## src/sv/humidity_temperature_compensator_defines.svh

```systemverilog
// Assertion macros for the humidity/temperature compensator.
// No dependencies; included by the top level.
`ifndef HUMIDITY_TEMPERATURE_COMPENSATOR_DEFINES_SVH
`define HUMIDITY_TEMPERATURE_COMPENSATOR_DEFINES_SVH

// Condition implies consequence in the same cycle
`define HTC_ASSERT_SAME(label, clk, rst, cond, cons) \
   label: assert property (@(posedge clk) disable iff (rst) (cond) |-> (cons)) \
      else $error("htc check failed");

// Condition implies consequence in the next cycle
`define HTC_ASSERT_NEXT(label, clk, rst, cond, cons) \
   label: assert property (@(posedge clk) disable iff (rst) (cond) |=> (cons)) \
      else $error("htc check failed");

`endif

```

## src/sv/htc_pkg.sv

```systemverilog
// Shared types, constants and conversion functions for the compensator.
// No dependencies; used by htc_counters and the top level.
`timescale 1ns / 1ps

package htc_pkg;

   // Field widths
   localparam int unsigned HOLD_W  = 12;
   localparam int unsigned LEVEL_W = 7;
   localparam int unsigned RAW_W   = 16;
   localparam int unsigned DISP_W  = 8;
   localparam int unsigned MAG_W   = 13;  // |numerator| >> 16
   localparam int unsigned TENTH_W = 11;  // value in tenths before the final /10

   localparam logic [HOLD_W-1:0] HOLD_RESET = 12'd600;
   localparam logic [HOLD_W-1:0] COUNT_MAX  = 12'd4095;
   localparam logic [LEVEL_W-1:0] LEVEL_FULL = 7'd100;
   localparam logic [DISP_W-1:0] TEMP_RESET = 8'd40;

   // Sequencer phases
   typedef enum logic [1:0] {
      PH_REQ_HUM  = 2'd0,
      PH_HUM      = 2'd1,
      PH_REQ_TEMP = 2'd2,
      PH_TEMP     = 2'd3
   } phase_type;

   // Linear conversion constants: n = GAIN * raw - OFFSET
   localparam logic [13:0] HUM_GAIN   = 14'd1250;
   localparam logic [29:0] HUM_OFFS   = 30'd3932160;
   localparam logic [13:0] TEMP_GAIN  = 14'd8786;
   localparam logic [29:0] TEMP_OFFS  = 30'd153518080;

   // Reciprocals for small exact divisions (value * R >> 16)
   localparam logic [13:0] RECIP_5  = 14'd13108;
   localparam logic [12:0] RECIP_10 = 13'd6554;

   // Per-tick sequencer status handed from the counter block
   typedef struct packed {
      phase_type  handled;  // phase of this transaction
      logic       heat;     // self-heating correction applies
   } htc_tick_type;

   // Humidity in tenths plus 80, from the signed magnitude of h10
   function automatic logic [TENTH_W-1:0] hum_tenths(input logic neg,
                                                     input logic [MAG_W-1:0] mag);
      logic [TENTH_W-1:0] m;
      begin
         m = TENTH_W'(mag);
         hum_tenths = neg ? (TENTH_W'(80) - m) : (TENTH_W'(80) + m);
      end
   endfunction

   // Offset temperature in tenths: clamp, piecewise offset, self-heating
   function automatic logic [TENTH_W-1:0] temp_tenths(input logic neg,
                                                      input logic [MAG_W-1:0] mag,
                                                      input logic heat);
      logic [MAG_W+13:0]  prod;
      logic [TENTH_W-1:0] q;
      logic [TENTH_W-1:0] b;
      logic [TENTH_W-1:0] off;
      begin
         prod = mag * RECIP_5;
         q    = prod[TENTH_W+15:16];
         // clamp at -40.0 C, then shift to a zero-based value
         if (neg) begin
            b = (q > TENTH_W'(400)) ? '0 : (TENTH_W'(400) - q);
         end else begin
            b = TENTH_W'(400) + q;
         end
         if (b >= TENTH_W'(650)) begin
            off = TENTH_W'(40);
         end else if (b >= TENTH_W'(600)) begin
            off = TENTH_W'(45);
         end else if (b >= TENTH_W'(550)) begin
            off = TENTH_W'(50);
         end else if (b >= TENTH_W'(450)) begin
            off = TENTH_W'(55);
         end else begin
            off = TENTH_W'(60);
         end
         b = (b > off) ? (b - off) : '0;
         if (heat) begin
            b = (b > TENTH_W'(10)) ? (b - TENTH_W'(10)) : '0;
         end
         temp_tenths = b;
      end
   endfunction

   // Exact x / 10 for every 11-bit x (x below 2048)
   function automatic logic [DISP_W-1:0] div10(input logic [TENTH_W-1:0] x);
      logic [TENTH_W+12:0] prod;
      begin
         prod  = x * RECIP_10;
         div10 = prod[DISP_W+15:16];
      end
   endfunction

endpackage

```

## src/sv/htc_counters.sv

```systemverilog
// Phase sequencer and charge / cooldown counters of the compensator.
// Depends on htc_pkg.
`timescale 1ns / 1ps

module htc_counters (
   input  logic                        clock,
   input  logic                        reset,
   input  logic                        tick,          // transaction accepted
   input  logic                        suspend,
   input  logic                        charging,
   input  logic [htc_pkg::LEVEL_W-1:0] battery_level,
   input  logic [htc_pkg::HOLD_W-1:0]  hold,
   output htc_pkg::htc_tick_type       status
);
   import htc_pkg::*;

   phase_type         phase_ff, phase_in;
   logic [HOLD_W-1:0] charge_ff, charge_in;
   logic [HOLD_W-1:0] cool_ff, cool_in;

   // Next counter and phase values for this tick
   always_comb begin
      phase_in  = phase_ff;
      charge_in = charge_ff;
      cool_in   = cool_ff;
      status.handled = PH_REQ_HUM;
      if (suspend) begin
         phase_in  = PH_REQ_HUM;
         charge_in = '0;
         cool_in   = '0;
      end else begin
         if (charging && (battery_level < LEVEL_FULL)) begin
            if (charge_ff > hold) begin
               charge_in = hold;
               cool_in   = hold;
            end else if (charge_ff < COUNT_MAX) begin
               charge_in = charge_ff + 1'b1;
            end
         end else begin
            if (charge_ff != '0) begin
               charge_in = charge_ff - 1'b1;
            end
            if (cool_ff != '0) begin
               cool_in = cool_ff - 1'b1;
            end
         end
         status.handled = phase_ff;
         phase_in = phase_type'(phase_ff + 2'd1);
      end
      // heating check sees the counters as updated this tick
      status.heat = (cool_in != '0) || (charge_in >= hold);
   end

   always_ff @(posedge clock) begin
      if (reset) begin
         phase_ff  <= PH_REQ_HUM;
         charge_ff <= '0;
         cool_ff   <= '0;
      end else if (tick) begin
         phase_ff  <= phase_in;
         charge_ff <= charge_in;
         cool_ff   <= cool_in;
      end
   end

endmodule

```

## src/sv/humidity_temperature_compensator.sv

```systemverilog
// Top level of the humidity/temperature compensator: three-stage pipeline.
// Depends on htc_pkg, htc_counters and humidity_temperature_compensator_defines.svh.
`timescale 1ns / 1ps
`include "humidity_temperature_compensator_defines.svh"

// Usage
// - req channel: one transaction per tick carrying suspend, charging,
//   battery level and the raw sensor word. Every transaction yields exactly
//   one rsp transaction with the display values and the phase handled.
// - csr port: csr_we with csr_wdata loads the charge hold value; write it only
//   while no transaction is in flight.
// - Path: an accepted transaction passes the sensor multiply stage, the
//   clamp/offset stage and the divide-by-ten/display stage in that order;
//   rsp_tvalid rises once the result register has been loaded.
// - Throughput: one transaction per cycle unless rsp_tready stalls; counters
//   and phase update at acceptance, so consecutive ticks need no spacing.
// - Stall: when rsp_tready is low the result register holds; the stages
//   behind it keep filling, and req_tready drops once all three are full.
// - Reset: phase and counters cleared, humidity 0, temperature display 40
//   (0 C), hold value 600, pipeline empty.
module humidity_temperature_compensator (
   input  logic                       clock,
   input  logic                       reset,
   // fields from bit 0: suspend, charging, battery_level[6:0], raw_word[15:0]
   input  logic [31:0]                req_tdata,
   input  logic                       req_tvalid,
   output logic                       req_tready,
   // fields from bit 0: humidity_pct[7:0], temperature_disp[7:0]
   output logic [15:0]                rsp_tdata,
   // fields from bit 0: phase_handled[1:0]
   output logic [1:0]                 rsp_tuser,
   output logic                       rsp_tvalid,
   input  logic                       rsp_tready,
   input  logic                       csr_we,
   input  logic [htc_pkg::HOLD_W-1:0] csr_wdata
);
   import htc_pkg::*;

   logic               suspend;
   logic               charging;
   logic [LEVEL_W-1:0] battery_level;
   logic [RAW_W-1:0]   raw_word;

   logic               accept;
   logic               out_ready, s2_ready, s1_ready;
   htc_tick_type       tick_status;

   logic [HOLD_W-1:0]  hold_ff;

   // stage 1: magnitude of the scaled sensor numerator
   logic               s1_valid_ff;
   phase_type          s1_phase_ff;
   logic               s1_heat_ff;
   logic               s1_neg_ff, s1_neg_in;
   logic [MAG_W-1:0]   s1_mag_ff, s1_mag_in;

   // stage 2: value in tenths ready for the final divide
   logic               s2_valid_ff;
   phase_type          s2_phase_ff;
   logic [TENTH_W-1:0] s2_val_ff, s2_val_in;

   // stage 3: display registers and result
   logic               rsp_valid_ff;
   phase_type          rsp_phase_ff;
   logic [DISP_W-1:0]  hum_ff, temp_ff;
   logic [DISP_W-1:0]  quot;

   logic [13:0]        gain;
   logic [29:0]        offs;
   logic [29:0]        prod;
   logic [29:0]        diff;

   assign suspend       = req_tdata[0];
   assign charging      = req_tdata[1];
   assign battery_level = req_tdata[8:2];
   assign raw_word      = req_tdata[24:9];

   // Handshake chain: a stage loads when it is empty or its data moves on
   assign out_ready  = !rsp_valid_ff || rsp_tready;
   assign s2_ready   = !s2_valid_ff || out_ready;
   assign s1_ready   = !s1_valid_ff || s2_ready;
   assign req_tready = s1_ready;
   assign accept     = req_tvalid && s1_ready;

   // Hold value register
   always_ff @(posedge clock) begin
      if (reset) begin
         hold_ff <= HOLD_RESET;
      end else if (csr_we) begin
         hold_ff <= csr_wdata;
      end
   end

   htc_counters u_counters (
      .clock         (clock),
      .reset         (reset),
      .tick          (accept),
      .suspend       (suspend),
      .charging      (charging),
      .battery_level (battery_level),
      .hold          (hold_ff),
      .status        (tick_status)
   );

   // Stage 1 datapath: one constant-select multiply and subtract
   always_comb begin
      if (tick_status.handled == PH_TEMP) begin
         gain = TEMP_GAIN;
         offs = TEMP_OFFS;
      end else begin
         gain = HUM_GAIN;
         offs = HUM_OFFS;
      end
      prod      = gain * raw_word;
      s1_neg_in = prod < offs;
      diff      = s1_neg_in ? (offs - prod) : (prod - offs);
      s1_mag_in = diff[MAG_W+15:16];
   end

   always_ff @(posedge clock) begin
      if (reset) begin
         s1_valid_ff <= 1'b0;
      end else if (s1_ready) begin
         s1_valid_ff <= req_tvalid;
      end
   end

   always_ff @(posedge clock) begin
      if (accept) begin
         s1_phase_ff <= tick_status.handled;
         s1_heat_ff  <= tick_status.heat;
         s1_neg_ff   <= s1_neg_in;
         s1_mag_ff   <= s1_mag_in;
      end
   end

   // Stage 2 datapath: humidity shift or temperature clamp/offset/heating
   always_comb begin
      if (s1_phase_ff == PH_TEMP) begin
         s2_val_in = temp_tenths(s1_neg_ff, s1_mag_ff, s1_heat_ff);
      end else begin
         s2_val_in = hum_tenths(s1_neg_ff, s1_mag_ff);
      end
   end

   always_ff @(posedge clock) begin
      if (reset) begin
         s2_valid_ff <= 1'b0;
      end else if (s2_ready) begin
         s2_valid_ff <= s1_valid_ff;
      end
   end

   always_ff @(posedge clock) begin
      if (s2_ready && s1_valid_ff) begin
         s2_phase_ff <= s1_phase_ff;
         s2_val_ff   <= s2_val_in;
      end
   end

   // Stage 3: final divide by ten into the display registers
   assign quot = div10(s2_val_ff);

   always_ff @(posedge clock) begin
      if (reset) begin
         rsp_valid_ff <= 1'b0;
         rsp_phase_ff <= PH_REQ_HUM;
         hum_ff       <= '0;
         temp_ff      <= TEMP_RESET;
      end else if (out_ready) begin
         rsp_valid_ff <= s2_valid_ff;
         if (s2_valid_ff) begin
            rsp_phase_ff <= s2_phase_ff;
            case (s2_phase_ff)
               PH_HUM:  hum_ff  <= quot;
               PH_TEMP: temp_ff <= quot;
               default: ;
            endcase
         end
      end
   end

   assign rsp_tvalid = rsp_valid_ff;
   assign rsp_tdata  = {temp_ff, hum_ff};
   assign rsp_tuser  = rsp_phase_ff;

   // Checks
   `HTC_ASSERT_NEXT(a_accept_fills_s1, clock, reset, accept, s1_valid_ff)
   `HTC_ASSERT_NEXT(a_request_phase_keeps_display, clock, reset,
      s2_valid_ff && out_ready && (s2_phase_ff == PH_REQ_HUM || s2_phase_ff == PH_REQ_TEMP),
      $stable(hum_ff) && $stable(temp_ff))
   `HTC_ASSERT_SAME(a_display_range, clock, reset, rsp_valid_ff,
      hum_ff <= 8'd127 && temp_ff <= 8'd168)

endmodule
```

## config.mk

```make
export PLATFORM = sky130hd
export DESIGN_NAME = humidity_temperature_compensator
export DESIGN_NICKNAME = d
export VERILOG_FILES = /design/src/sv/htc_pkg.sv /design/src/sv/htc_counters.sv /design/src/sv/humidity_temperature_compensator.sv
export VERILOG_INCLUDE_DIRS = /design/src /design/src/sv
export SDC_FILE = /design/constraint.sdc
export NUM_CORES = 1
export LEC_CHECK = 0
export ABC_AREA = 1
export BUFFER_PORTS_ARGS = -buffer_cell sky130_fd_sc_hd__buf_2
export CAP_MARGIN = 20
export CORE_AREA = 2 2 214 216
export DETAILED_ROUTE_END_ITERATION = 8
export DIE_AREA = 0 0 216 218
export HOLD_SLACK_MARGIN = 0.15
export SLEW_MARGIN = 20
export SYNTH_ARGS = -nofsm -noshare
export SYNTH_HDL_FRONTEND = slang
export SYNTH_SLANG_ARGS = --single-unit
```

## constraint.sdc

```tcl
create_clock -name clock -period 7.7 [get_ports clock]
set_input_delay 1.155 -clock clock [delete_from_list [all_inputs] [get_ports clock]]
set_output_delay 1.155 -clock clock [all_outputs]
set_load 0.05 [all_outputs]
```

# == Word level (Yosys, flattened, before mapping) ==
# Cells that the tools add are included.
# totals
output_inout_bits,20
word_cells,90
in_bits,49
register_bits,89
# classes
addsub,12
n_reduce_logical,16
n_eq_ne,4
n_mux,27
multipliers,3
magnitude_cmp,12
# ops
op,count
$mux W12,9
$mux W11,9
$reduce_bool A12 Y1,3
$ge A11 B10 Y1 const B,3
$lt A30 B28 Y1,1
$mul A14 B16 Y30,1
$mux W29,1
$sub A28 B29 Y29,1
$sub A29 B28 Y29,1
$mux W28,1
$mul A13 B12 Y25 const B,1
$sub A12 B1 Y12 const B,2
$mul A11 B12 Y23 const B,1
$mux W14,1
$add A12 B1 Y12 const B,1
$ge A12 B12 Y1,1
$gt A12 B12 Y1,1
$lt A12 B12 Y1 const B,1
$add A7 B11 Y11 const A,1
$add A9 B11 Y11 const A,1
$ge A11 B9 Y1 const B,1
$gt A11 B11 Y1,1
$gt A11 B4 Y1 const B,1
$gt A11 B9 Y1 const B,1
16 further kinds,29

# == Logic depth before layout (Yosys ltp) ==
# depth
ltp_word,17
mapped_depth,60
ltp_nobuf,59

# == Hierarchy ==
# Synthesis repeated with hierarchy kept, for this count alone.
# unflattened
hier_cells,2535
area_unflattened_um2,18237.5
# modules_own_cells
module,area_per_inst_um2,seq_area_each_um2,cells_per_inst,instances
humidity_temperature_compensator,15054.4,1561.5,1990,1
htc_counters,3183.1,520.5,545,1

# == Worst setup path before layout ==
# No wires, ideal clock.
# synth_timing
path_kind,reg-to-reg
startpoint,register s1_mag_ff[7]
endpoint,"register s2_val_ff[9], data pin"
path_buffers,1
t_arrival_ps,7854
period_less_slack_ps,8110
stages_incl_launch_ff,58
path_slack_ps,-410
required_time_ps,7444
path_cell_list,edfxtp_1 -> inv_1 -> ha_1 -> inv_1 -> fa_1 -> inv_1 -> fa_1 -> inv_1 -> fa_1 -> fa_1 -> inv_1 -> ha_1 -> nand2_1 -> nor2_2 -> inv_2 -> nor2_2 -> nand2_1 -> nand2_1 -> [... 22 more ...] -> inv_1 -> nand3_4 -> nand3_4 -> buf_8 -> inv_1 -> nor2_1 -> inv_1 -> ha_1 -> inv_1 -> nand3_1 -> nand2_1 -> nor2_1 -> nand2_1 -> nand2_1 -> nand2_1 -> inv_1 -> nand3_1 -> nand2_1
# synth_between
elab_chain_len,17
elab_cells_between_ends,27
cone_classes,add/sub: 6; mul: 1; order compare: 7; mux: 13
# synth_lines
element,line_no,rtl
"start, declared",humidity_temperature_compensator.sv:55,"logic [MAG_W-1:0] s1_mag_ff, s1_mag_in;"
"start signal, assigned",humidity_temperature_compensator.sv:133,s1_mag_ff <= s1_mag_in;
$mul A13 B12 Y25,htc_pkg.sv:63,prod = mag * RECIP_5;
$sub A9 B11 Y11 or $gt A11 B9 Y1 (tied branches),htc_pkg.sv:67,b = (q > TENTH_W'(400)) ? '0 : (TENTH_W'(400) - q);
$mux W11,htc_pkg.sv:67,
$mux W11,htc_pkg.sv:66,if (neg) begin
$mux W11,humidity_temperature_compensator.sv:139,if (s1_phase_ff == PH_TEMP) begin
$ge A11 B9 Y1,htc_pkg.sv:77,end else if (b >= TENTH_W'(450)) begin
$mux W4,htc_pkg.sv:77,
$mux W4,htc_pkg.sv:75,end else if (b >= TENTH_W'(550)) begin
[... 2 more ...],n/a,
$mux W11,humidity_temperature_compensator.sv:139,
$sub A11 B11 Y11 or $gt A11 B11 Y1 (tied branches),htc_pkg.sv:82,b = (b > off) ? (b - off) : '0;
$mux W11,htc_pkg.sv:82,
$sub A11 B4 Y11 or $gt A11 B4 Y1 (tied branches),htc_pkg.sv:84,b = (b > TENTH_W'(10)) ? (b - TENTH_W'(10)) : '0;
$mux W11,htc_pkg.sv:84,
$mux W11,htc_pkg.sv:83,if (heat) begin
$mux W11 (*),humidity_temperature_compensator.sv:139,
named net s2_val_in[9],humidity_temperature_compensator.sv:60,"logic [TENTH_W-1:0] s2_val_ff, s2_val_in;"
"end signal, assigned",humidity_temperature_compensator.sv:157,s2_val_ff <= s2_val_in;
"end, declared",humidity_temperature_compensator.sv:60,
# The timed path passes the listed nets; every way through them passes the cells marked *. The select of a mux whose other input is x is not followed.
# A chain may end at the register's enable or synchronous reset.

# == Worst setup path in the final report ==
# layout_timing
startpoint,register s1_mag_ff[4]
endpoint,"register s2_val_ff[6], data pin"
# The elaborated chain is that of the path after synthesis.

==> results.toml <==
[synthesis]
synth_xor_area_frac = 0.0331
yosysWarningCount = 0
synth-edff-count = 30
ys_seq_area_frac = 0.118
ys_seq_elements = 89
synth_area_um2 = 17600
synth_top_family_by_area = "adder cells"
synth_adder_area_share = 0.400
synthSimpleGateAreaFrac = 0.205
avgSynthCellArea_um2 = 7.46
synth-compound-area-share = 0.120
synthMuxAreaShare = 0
synth_cell_types = 61
synthArstFlopShare = 0
synth-main-ff-cell = "dfxtp_1"
syn_inst = 2364

[sta]
skew_ns = 0.0204
hold_ws_ns = 0.432
finalCritPeriodShare = 1.01
max_freq_mhz = 128
slew_headroom = 0.358
fin_ws_ns = -0.105
final-setup-viol-count = 11
drv_slew = 0
fin_crit_ns = 7.80
hold_violations = 0
rsz0062_at_grt = "true"
worstMarginPinSlew_ns = 0.961

[floorplan]
design.die.area_um2 = 47100
die_y_um = 218
start_util = 0.393
pin_count = 69
fp.dieW_um = 216
rows = 78
core_area_um2 = 44900

[setup_path]
max_stage_delay_ns = 0.53
ff2ff_path_depth = 48
cpMostUsedCell = "inv_2"
critPathTopFamily = "adder cells"
crit_fanout = 5
worstSetupPathType = "flip-flop to flip-flop"
crit_start = "s1_mag_ff[4]"
r2r_slack_ns = -0.10
start_kind = "flip-flop"
critPathCaptureType = "flip-flop"
r2r_end = "s2_val_ff[6]"
worstSetupPathDepth = 48
crit_path_end = "s2_val_ff[6]"
worstPathRequired_ns = 7.80
r2r_start = "s1_mag_ff[4]"
path_buf_inv = 14
cp_slowest_cell = "fa_2"
worstPathArrival_ns = 7.91

[clocking]
cts.htree.levels = 3
clock_sinks = 89
root_buffer = "clkbuf_16"
cts_buffers = 9
tritoncts = "done"
cts.clk_slew.worst_paths_ns = 0.08
holdBufCountCts = 0
clk_latency_ns = 0.36
clockBufferDepth = 2

[route]
routed_wl_mm = 47.4
post-route-drc-count = 0
wl_per_cell_um = 14.0
drt-pass1-iter-count = 5
dr.first_iter.drc_count = 873
viasPerCell = 4.92
num_vias = 16600
antenna_left = 0

[global_route]
antenna_found_initial = 0
grt_util_met2 = 0.360
grt.busiest_layer = "met2"
use_met3 = 0.0112
grt_remaining_overflow = 0
grt_max_degree = 52
grt_pass1_vias = 16300
grt_pass1_wl_mm = 77.7
met1_usage = 0.258
track_usage = 0.198

[job]
maxCapViolCount = 0

[finish]
area_delta_synth_final_pct = 31.7
drive_above_1_share = 0.281
fin_util = 0.518
final_cell_mix = "460 x inv_1, 341 x buf_4, 315 x nand2_1, 270 x ha_1, 146 x fa_1"
layout.nets = 3298
diodes = 0
instances_no_fill = 3381
final_common_cell = "inv_1"

[place]
place_congestion = 0.893
place_hpwl_mm = 38.7
dpl.cell_count = 3285
portBuffers = 59

[status]
status = "finished, violations left"
failed_checks = "negative setup slack"

[hold_path]
min_path_type = "flip-flop to flip-flop"
## metal layers
layer,vias up,wire length [µm]
li1,8449,-
met1,7869,21700
met2,265,24000
met3,47,1090
met4,0,701
met5,-,0
## flip-flops by register name, indices dropped and copies added, names as in the netlist
name	count
s2_valid_ff	1
s1_mag_ff	13
temp_ff	8
u_counters.charge_ff	12
hold_ff	12
hum_ff	8
s1_phase_ff	2
s1_valid_ff	1
rsp_tuser	2
s1_heat_ff	1
s1_neg_ff	1
u_counters.cool_ff	12
s2_val_ff	11
u_counters.phase_ff	2
s2_phase_ff	2
rsp_tvalid	1
## worst reg2reg max path: cells and delay by family, from the launching register on
kind / cells / cell delay (ns)
buffers and inverters: 14 / 1.20
flip-flops: 1 / 0.46
AND/OR/NAND/NOR: 20 / 1.85
AO/OA/AOI/OAI: 5 / 1.01
adder cells (fa/ha/maj): 9 / 3.06
## kinds of logic (layout without fill, tap and decap cells)
family,after synthesis,count (layout)
buffers and inverters,565,967
flip-flops,89,89
adder cells (fa/ha/maj),473,473
AO/OA/AOI/OAI,380,380
AND/OR/NAND/NOR,790,791
other,2,16
XOR/XNOR,65,65
## synthesized netlist by cell type (13+ instances only)
master / n / area (µm²)
fa_1: 151 / 3020
a211oi_1: 16 / 120
edfxtp_1: 30 / 901
o211ai_1: 21 / 158
nand3_1: 122 / 611
dfxtp_1: 59 / 1180
nor3_1: 23 / 115
ha_1: 322 / 4030
nor4_1: 14 / 87.6
nand2_1: 367 / 1380
nor2_1: 165 / 619
nand2_2: 13 / 81.3
o21ai_1: 13 / 65.1
inv_1: 515 / 1930
o21ai_0: 133 / 666
a21oi_1: 147 / 736
nand4_1: 32 / 200
xor2_1: 52 / 455
clkbuf_1: 27 / 101
## cell type report
cell class,count,area (µm²)
fillers,4252,21700
multi-input cells,1725,14900
repair buffers,424,3160
flip-flops and latches,89,2080
inverters,526,2010
well taps,600,751
clock buffers,9,225
clock inverters,7,68.8
repair inverters,1,6.26
## through the flow
step | TNS (ns) | area [µm²] | setup WS, ns
2_1_floorplan | 0 | 17900 | 0.00380
3_3_place_gp | -10.08 | 20900 | -0.462
3_5_place_dp | -12.03 | 20900 | -0.543
4_1_cts | -0.966 | 22100 | -0.118
5_1_grt | -5.17 | 23200 | -0.460
6_report | -0.677 | 23200 | -0.105
## timing repair
action	in CTS	in global routing
gates resized for setup	133	208
endpoints found under the hold margin	0	0
setup endpoints to repair	24	25
buffers inserted	47	33
gates cloned	2	0
pin swaps	77	175
## worst min path at each step
stage,from,endpoint,slack [ns],cells past startpoint
after CTS,u_counters.phase_ff[1],u_counters.phase_ff[1],0.43,1
after global routing,u_counters.phase_ff[1],u_counters.phase_ff[1],0.45,1
after floorplan,u_counters.phase_ff[1],u_counters.phase_ff[1],0.40,1
after global placement,u_counters.phase_ff[1],u_counters.phase_ff[1],0.41,1
after detailed placement,u_counters.phase_ff[1],u_counters.phase_ff[1],0.42,1
final,u_counters.phase_ff[1],u_counters.phase_ff[1],0.43,1
Power is not shown: default switching activity piles up to over one toggle a cycle in this logic, so the estimate is an artifact.
